**config.mk**
```make
export PLATFORM = sky130hd
export DESIGN_NAME = lhs_ctrl
export DESIGN_NICKNAME = d
export VERILOG_FILES = /design/src/hw/rtl/lhs_pkg.sv /design/src/hw/rtl/lhs_ctrl.sv
export SDC_FILE = /design/constraint.sdc
export NUM_CORES = 1
export LEC_CHECK = 0
export BUFFER_PORTS_ARGS = -buffer_cell sky130_fd_sc_hd__buf_2
export CAP_MARGIN = 40
export CORE_MARGIN = 4
export CORE_UTILIZATION = 50
export CTS_CLUSTER_SIZE = 16
export DETAILED_ROUTE_END_ITERATION = 12
export PLACE_DENSITY = 0.75
export RECOVER_POWER = 50
export SYNTH_ARGS = -nofsm -noshare
export SYNTH_HDL_FRONTEND = slang
export SYNTH_SLANG_ARGS = --single-unit
```
**constraint.sdc**
```tcl
create_clock -name clk -period 2.55 [get_ports clk]
set_input_delay 0.3825 -clock clk [delete_from_list [all_inputs] [get_ports clk]]
set_output_delay 0.3825 -clock clk [all_outputs]
set_load 0.03 [all_outputs]
```
**src/hw/rtl/lhs_pkg.sv**
```systemverilog
package lhs_pkg;

	// statistic ids, in readout order
	localparam logic [3:0] STAT_TOTAL     = 4'd0;
	localparam logic [3:0] STAT_OK        = 4'd1;
	localparam logic [3:0] STAT_FAILED    = 4'd2;
	localparam logic [3:0] STAT_BLOCKED   = 4'd3;
	localparam logic [3:0] STAT_RECOVERED = 4'd4;
	localparam logic [3:0] STAT_EXHAUSTED = 4'd5;
	localparam logic [3:0] STAT_MIN       = 4'd6;
	localparam logic [3:0] STAT_MAX       = 4'd7;
	localparam logic [3:0] STAT_AVG       = 4'd8;
	localparam logic [3:0] STAT_P50       = 4'd9;
	localparam logic [3:0] STAT_P90       = 4'd10;
	localparam logic [3:0] STAT_P99       = 4'd11;
	localparam logic [3:0] STAT_HTML      = 4'd12;
	localparam logic [3:0] STAT_MARKDOWN  = 4'd13;
	localparam logic [3:0] STAT_PDF       = 4'd14;
	localparam logic [3:0] STAT_SHOT      = 4'd15;

	// request kinds on tuser
	localparam logic OP_RECORD = 1'b0;
	localparam logic OP_QUERY  = 1'b1;

	// percentile ranks in percent, and floor(x/100) = (x*RECIP_100) >> RECIP_SHIFT
	localparam int NUM_PCT = 3;
	localparam logic [6:0] PCT_Q [NUM_PCT] = '{7'd50, 7'd90, 7'd99};
	localparam logic [6:0] PCT_DIV = 7'd100;
	localparam logic [13:0] PCT_ROUND = 14'd99;
	localparam logic [12:0] RECIP_100 = 13'd5243;
	localparam int RECIP_SHIFT = 19;

	// controller to datapath
	typedef struct packed {
		logic rec;
		logic q_start;
		logic sum_step;
		logic div_start;
		logic div_sel;
		logic tgt_a;
		logic tgt_b;
		logic scan_step;
		logic emit_step;
	} lhs_cmd_t;

	// datapath to controller
	typedef struct packed {
		logic div_done;
		logic idx_last;
		logic emit_last;
	} lhs_status_t;

endpackage

```
**src/hw/rtl/lhs_ctrl.sv**
```systemverilog
module lhs_ctrl (
	input  logic                 clk,
	input  logic                 arst_n,
	input  logic                 s_tvalid,
	input  logic                 op,
	output logic                 s_tready,
	input  lhs_pkg::lhs_status_t status,
	output lhs_pkg::lhs_cmd_t    cmd
);
	import lhs_pkg::*;

	typedef enum logic [9:0] {
		S_IDLE = 10'b0000000001,
		S_SUM  = 10'b0000000010,
		S_DQ   = 10'b0000000100,
		S_DQW  = 10'b0000001000,
		S_TA   = 10'b0000010000,
		S_TB   = 10'b0000100000,
		S_SCAN = 10'b0001000000,
		S_DA   = 10'b0010000000,
		S_DAW  = 10'b0100000000,
		S_EMIT = 10'b1000000000
	} state_t;

	state_t state_q, state_d;

	always_ff @(posedge clk or negedge arst_n) begin
		if (!arst_n) begin
			state_q <= S_IDLE;
		end else begin
			state_q <= state_d;
		end
	end

	// next state and commands
	always_comb begin
		state_d  = state_q;
		cmd      = '0;
		s_tready = 1'b0;
		unique case (state_q)
			S_IDLE: begin
				s_tready = 1'b1;
				if (s_tvalid) begin
					if (op == OP_QUERY) begin
						cmd.q_start = 1'b1;
						state_d     = S_SUM;
					end else begin
						cmd.rec = 1'b1;
					end
				end
			end
			S_SUM: begin
				cmd.sum_step = 1'b1;
				if (status.idx_last) state_d = S_DQ;
			end
			S_DQ: begin
				cmd.div_start = 1'b1;
				state_d       = S_DQW;
			end
			S_DQW: begin
				if (status.div_done) state_d = S_TA;
			end
			S_TA: begin
				cmd.tgt_a = 1'b1;
				state_d   = S_TB;
			end
			S_TB: begin
				cmd.tgt_b = 1'b1;
				state_d   = S_SCAN;
			end
			S_SCAN: begin
				cmd.scan_step = 1'b1;
				if (status.idx_last) state_d = S_DA;
			end
			S_DA: begin
				cmd.div_start = 1'b1;
				cmd.div_sel   = 1'b1;
				state_d       = S_DAW;
			end
			S_DAW: begin
				cmd.div_sel = 1'b1;
				if (status.div_done) state_d = S_EMIT;
			end
			S_EMIT: begin
				cmd.emit_step = 1'b1;
				if (status.emit_last) state_d = S_IDLE;
			end
			default: state_d = S_IDLE;
		endcase
	end

endmodule

```
# Word level (Yosys, flattened, before mapping)
# Cells that the tools add are included.
# word_totals
ff_bits,10
# classes
n_eq_ne,17
mux,20
reduce_logical,3
# ops
cell,count
$pmux 10 s10,1
$mux 10,7
$ne 2x2->1 const B,7
$eq 10x1->1 const B,1
$eq 10x10->1 const B,1
$eq 10x2->1 const B,1
$eq 10x3->1 const B,1
$eq 10x4->1 const B,1
$eq 10x5->1 const B,1
$eq 10x6->1 const B,1
$eq 10x7->1 const B,1
$eq 10x8->1 const B,1
$eq 10x9->1 const B,1
$mux 1,10
$reduce_and 7->1,1
$mux 2,2
$reduce_or 2->1,2

# Depth between registers and ports, before layout
# Gate-level depths: netlist of the first run.
# depth
ltp_word,3
ltp_mapped,6
mapped_depth_nobuf,5

# Worst setup path after synthesis of the first run
# No wires, ideal clock.
# synth_path
kind,register to output
start,register state_q[6]
end,output port cmd[8] (netlist name)
arrival_time_ns,2.098
required_time_ns,2.168
path_buffers,1
path_stages_with_launch,6
setup_slack_ns,0.069
cell_sequence,dfrtp_1 -> buf_6 -> nor4_4 -> nand2_2 -> nor3_1 -> and3b_1
# synth_lines
element,line_no,rtl
start: declaration,lhs_ctrl.sv:25,"state_t state_q, state_d;"
start signal: assignment,lhs_ctrl.sv:31,state_q <= state_d;
end: declaration,lhs_ctrl.sv:8,output lhs_pkg::lhs_cmd_t cmd

==> metrics.txt, run 1 <==
final critical-path required period 2.309 ns; Post-synth top flop dfrtp_1; final setup fails 0; first-pass GRT wire length 2.877 mm; largest net degree at the start of global routing 11; CP endpoint kind output pin; Die Footprint 2201 um^2; Syn Nets 86; Mapped Area 757.0 um^2; crit-path max cell delay 0.49 ns; P_sw 233.9 uW; yosys warns 0; Clk Latency, worst-skew pair 0.27 ns; critical path class reg2out; worst-path fanout max 8; Tcrit/Tclk final 0.9054; status complete, no violations; final core utilization 0.5998; Final Hold Viols 0; clk_skew 0.005127 ns; Top reg by flops state_q; cell family with most CP delay simple AND/OR/NAND/NOR gates; Final Max Tran Viols 0; # nets final 103; gr usage total 0.1890; most common cell after layout, fill and taps aside buf_2; CP required 2.17 ns; fraction of the yosys area taken by sequential cells 0.3322; CP Cell Sequence nor4_4 -> nand2_1 -> nor4_1 -> buf_2; Layout area overhead 8.264%; Compound-Gate Fraction of Synth Area 0.1074; Logic pwr share 0.431; # IOs 17; multiplexer area fraction after synthesis 0; P_leak 0.0004510 uW; dpl ws 0.5188 ns; Port Buf Inserts 16; register-to-register setup slack 0.40 ns; WP buf/inv 1; Seq pwr share 0.363; total inserted antenna cells 0; Clock Tree Buf Depth 2; residual overflow from global routing 0; Post-CTS Setup Inserts 0; most frequent cells in the layout buf_2 (15), nand2_1 (10), dfrtp_1 (9); Worst Hold Launch s_tvalid; initial core utilization 0.5540; Cell Pwr Density 689.3 nW/um^2; clock share of power 0.206; vias in the first global route 611; fillers 138; Post-Synth Adder-Cell Area 0; vias post-DR 658; Slowest-stage cell, CP dfrtp_1; Slew headroom 0.5371; worst hold path stage count 3; largest registers state_q (10); share of layout cells above drive strength 1 0.3053; Post-Synth Simple-Gate Area 0.4562; drt initial violations 19; Worst EP arrival 1.93 ns; DR DRC count 0; #FFs+latches synth 10; FF-to-FF path depth 4; largest family of logic cells by synthesized area simple AND/OR/NAND/NOR gates; CTS Root Cell clkbuf_4; Largest register FFs 10; initial antenna violation count 0; row count 13; Async SR Flop Fraction 1.000; setup ws final 0.2413 ns; worst hold path endpoint state_q[1]$_DFFE_PN0P_; Int Power 331.0 uW; die height 46.91 um; Max Cap Viol 0; Max VDD drop 0.4435 mV; clock edge transition at the registers on the reported setup and hold paths 0.07 ns; final WL 1.687 mm; first-pass detailed-route iteration total 4; Worst Setup Start Kind register; Placed Instances 105; slew at the pin with the worst max-slew slack 0.6871 ns; number of enable flip-flop cells after synthesis 0; TritonCTS clock tree done; worst min-delay path class in2reg; Cells after Synth 79; gpl congestion 0.8517; final non-filler cell total 110; ANT nets after route 0; TritonCTS Buffers 3; core footprint 1366 um^2; Die W 46.91 um; R2R Path End state_q[2]$_DFFE_PN0P_; CTS Sinks 10; final setup TNS 0 ns; HPWL reported at the end of detailed placement 1.320 mm; RSZ-0062 raised after global routing false; switch share 0.4140; vias per cell 5.982; H-tree Lvls 1; power consumption 564.9 uW; syn avg cell area 9.582 um^2; xor and xnor fraction of the mapped netlist area 0.03471; fmax 433.1 MHz; Distinct cells, synth 38; RR Startpoint state_q[8]$_DFFE_PN0P_; DR WL/cell 15.34 um
[tightest hold or removal path, delay by kind of cell]
kind	cells	cell delay, ns
simple gates	1	0.16
buf+inv	1	0.09
compound gates	1	0.09
[synth_stat cells (2+ instances only)]
| cell type | n | area (um^2) |
|---|---|---|
| nand2_1 | 10 | 37.54 |
| dfrtp_1 | 9 | 225.2 |
| nor2_1 | 7 | 26.28 |
| nor4_1 | 5 | 31.28 |
| nor3_1 | 4 | 20.02 |
| a21o_1 | 3 | 22.52 |
| nor4_4 | 3 | 63.81 |
| xnor2_1 | 3 | 26.28 |
| and3_1 | 2 | 12.51 |
| and4_1 | 2 | 17.52 |
| buf_6 | 2 | 22.52 |
| nand2b_1 | 2 | 12.51 |
| nand4_1 | 2 | 12.51 |
[power groups by stage]
| stage | combinational (uW) | sequential, uW | clock [uW] |
|---|---|---|---|
| finish | 243 | 205 | 116 |
| global placement | 247 | 212 | 0 |
| global route | 265 | 210 | 130 |
| CTS | 252 | 209 | 120 |
| detailed placement | 250 | 213 | 0 |
| floorplan | 212 | 195 | 0 |
[worst max-delay path by stage]
| stage | from | cells past startpoint | endpoint |
|---|---|---|---|
| final | state_q[6]$_DFFE_PN0P_ | 4 | cmd[2] |
| after global routing | state_q[6]$_DFFE_PN0P_ | 4 | cmd[2] |
| after CTS | state_q[6]$_DFFE_PN0P_ | 4 | cmd[2] |
| after detailed placement | state_q[6]$_DFFE_PN0P_ | 4 | cmd[2] |
| after global placement | state_q[6]$_DFFE_PN0P_ | 4 | cmd[2] |
| after floorplan | state_q[6]$_DFFE_PN0P_ | 5 | cmd[8] |
[layout make-up]
cell class | instances | area [um^2] | share of cell area
sequential | 10 | 251.5 | 0.3069
inverter | 1 | 3.754 | 0.004580
timing repair buffer | 17 | 88.84 | 0.1084
tap | 15 | 18.77 | 0.02290
clock buffer | 4 | 26.28 | 0.03206
multi-input combinational | 63 | 430.4 | 0.5252
[layer usage]
layer	up-vias	track usage	share of wire
met5	-	0	0
met4	0	0.08287	0.015
met3	4	0.02682	0.047
met2	18	0.2818	0.45
met1	312	0.2712	0.49
li1	324	-	-
[timing repair]
item,CTS,global route
gates resized for setup,0,0
endpoints found under the hold margin,9,0
hold buffers,1,0
setup endpoints to repair,0,0
[stage by stage]
step                instance area (um^2)  hold slack, ns
finish                             819.5          0.4863
global route                       819.5          0.5179
CTS                                843.3          0.4818
detailed placement                 807.0          0.2623
global placement                   807.0          0.2567
floorplan                          757.0         0.08691
[kinds of logic (layout without fill, tap and decap cells)]
logic type             after synthesis  count (layout)
flip-flops                          10              10
buffers and inverters                6              22
AO/OA/AOI/OAI                       10              10
AND/OR/NAND/NOR                     50              50
XOR/XNOR                             3               3
Power figures use the tool's default switching activity.
==> run 2, diff against run 1 <==
Settings changed: RECOVER_POWER 50 to 100.
==> run 2 against run 1 <==
  * Utilization decreased by 0.64 points
  * Cell count is the same
  * Clock skew is 0.00090 ns higher
  * Maximum frequency down 0.95%
  * Via count up 0.46%
  * First-iteration DRC count shrank 16%
  * Critical endpoint is now cmd[7]
  * Highest routed layer unchanged
==> metrics.txt, run 2 (synthesized netlist as in run 1, its figures left out) <==
P_leak 0.0004255 uW; CTS Sinks 10; largest registers state_q (10); drt initial violations 16; final WL 1.686 mm; first-pass GRT wire length 2.877 mm; RSZ-0062 raised after global routing false; initial core utilization 0.5540; total inserted antenna cells 0; Most Crowded Layer GR met2; vias in the first global route 611; Max Cap Viol 0; Largest register FFs 10; Max VDD drop 0.4387 mV; vias post-DR 661; most frequent cells in the layout nand2_1 (10), dfrtp_1 (9), clkbuf_1 (8); H-tree Lvls 1; Slew headroom 0.5440; HPWL reported at the end of detailed placement 1.320 mm; Final Max Tran Viols 0; worst-path fanout max 8; worst setup path startpoint state_q[6]$_DFFE_PN0P_; area taken by multi-input logic gates 429.2 um^2; M2 GR Usage 0.2818; Port Buf Inserts 16; largest net degree at the start of global routing 11; grt met3 use 0.02682; flip-flop and latch area 251.5 um^2; # IOs 17; Cell Pwr Density 689.6 nW/um^2; Clock Tree Buf Depth 2; Top reg by flops state_q; share of layout cells above drive strength 1 0.2316; CTS-repair resized insts 0; residual overflow from global routing 0; R2R Path End state_q[2]$_DFFE_PN0P_; Layout area overhead 7.107%; Die W 46.91 um; Worst Hold Launch s_tvalid; gpl congestion 0.8517; Die Footprint 2201 um^2; final critical-path required period 2.331 ns; final core utilization 0.5934; crit-path max cell delay 0.49 ns; clock edge transition at the registers on the reported setup and hold paths 0.07 ns; DR WL/cell 15.33 um; DR DRC count 0; Tcrit/Tclk final 0.9140; met1 Resource Use GR 0.2712; die height 46.91 um; clk_skew 0.006030 ns; most common cell after layout, fill and taps aside nand2_1; TritonCTS clock tree done; fmax 429.0 MHz; Clk Latency, worst-skew pair 0.27 ns; row count 13; Final Hold Viols 0; FF-to-FF path depth 4; CP endpoint kind output pin; RR Startpoint state_q[8]$_DFFE_PN0P_; first-pass detailed-route iteration total 4; CP Cell Sequence nor4_4 -> nand2_2 -> nor3_1 -> and3_1 -> clkbuf_2; CP required 2.17 ns; slew at the pin with the worst max-slew slack 0.6768 ns; final setup fails 0; ANT nets after route 0; CTS Root Cell clkbuf_4; status complete, no violations; # nets final 103; gr usage total 0.1890; fillers 142; initial antenna violation count 0; worst hold path endpoint state_q[1]$_DFFE_PN0P_; critical path class reg2out; Worst EP arrival 1.95 ns; worst min-delay path class in2reg; vias per cell 6.009; TritonCTS Buffers 3; worst hold path stage count 3; register-to-register setup slack 0.41 ns; final setup TNS 0 ns; core footprint 1366 um^2; Slowest-stage cell, CP dfrtp_1; Worst Setup Start Kind register
-- run 2: worst max-delay path by stage --
stage	end	slack [ns]	cells past startpoint
finish	cmd[7]	0.22	5
global route	cmd[2]	0.05	4
CTS	cmd[2]	0.22	4
detailed placement	cmd[2]	0.52	4
global placement	cmd[2]	0.53	4
floorplan	cmd[8]	0.07	5
-- run 2: worst max-delay path: cells and delay by family (launching register included) --
family / cells / cell delay [ns]
buffers and inverters: 1 / 0.21
AND/OR/NAND/NOR: 4 / 0.98
flip-flops: 1 / 0.49
-- run 2: metal layers --
layer	up-vias	share of wire
met4	0	0.015
met5	-	0
met1	315	0.47
met3	4	0.049
met2	20	0.47
li1	322	-
-- run 2: where the power goes --
part / internal (uW) / switching (uW)
logic: 86.6 / 151
clock network: 60.5 / 55.9
registers: 178 / 26.6
-- run 2: area by class of cell --
cell class | instances | area share
clock buffers | 4 | 0.03241
inverters | 1 | 0.004630
multi-input cells | 63 | 0.5293
flip-flops and latches | 10 | 0.3102
well taps | 15 | 0.02315
repair buffers | 17 | 0.1003
-- run 2: metrics by stage --
stage               worst slack (ns)  instances  total power, uW  area (um^2)  hold slack, ns
CTS                           0.2216        110            581.3        843.3          0.4818
detailed placement            0.5188        105            462.5        807.0          0.2623
global route                 0.04689        110            600.7        810.8          0.5220
finish                        0.2192        110            559.1        810.8          0.4898
floorplan                    0.06944         79            406.9        757.0         0.08691
global placement              0.5343        105            458.8        807.0          0.2567
-- run 2: timing repair --
item,in CTS,in global routing
endpoints found under the hold margin,9,0
hold buffers,1,0
buffers inserted,0,0
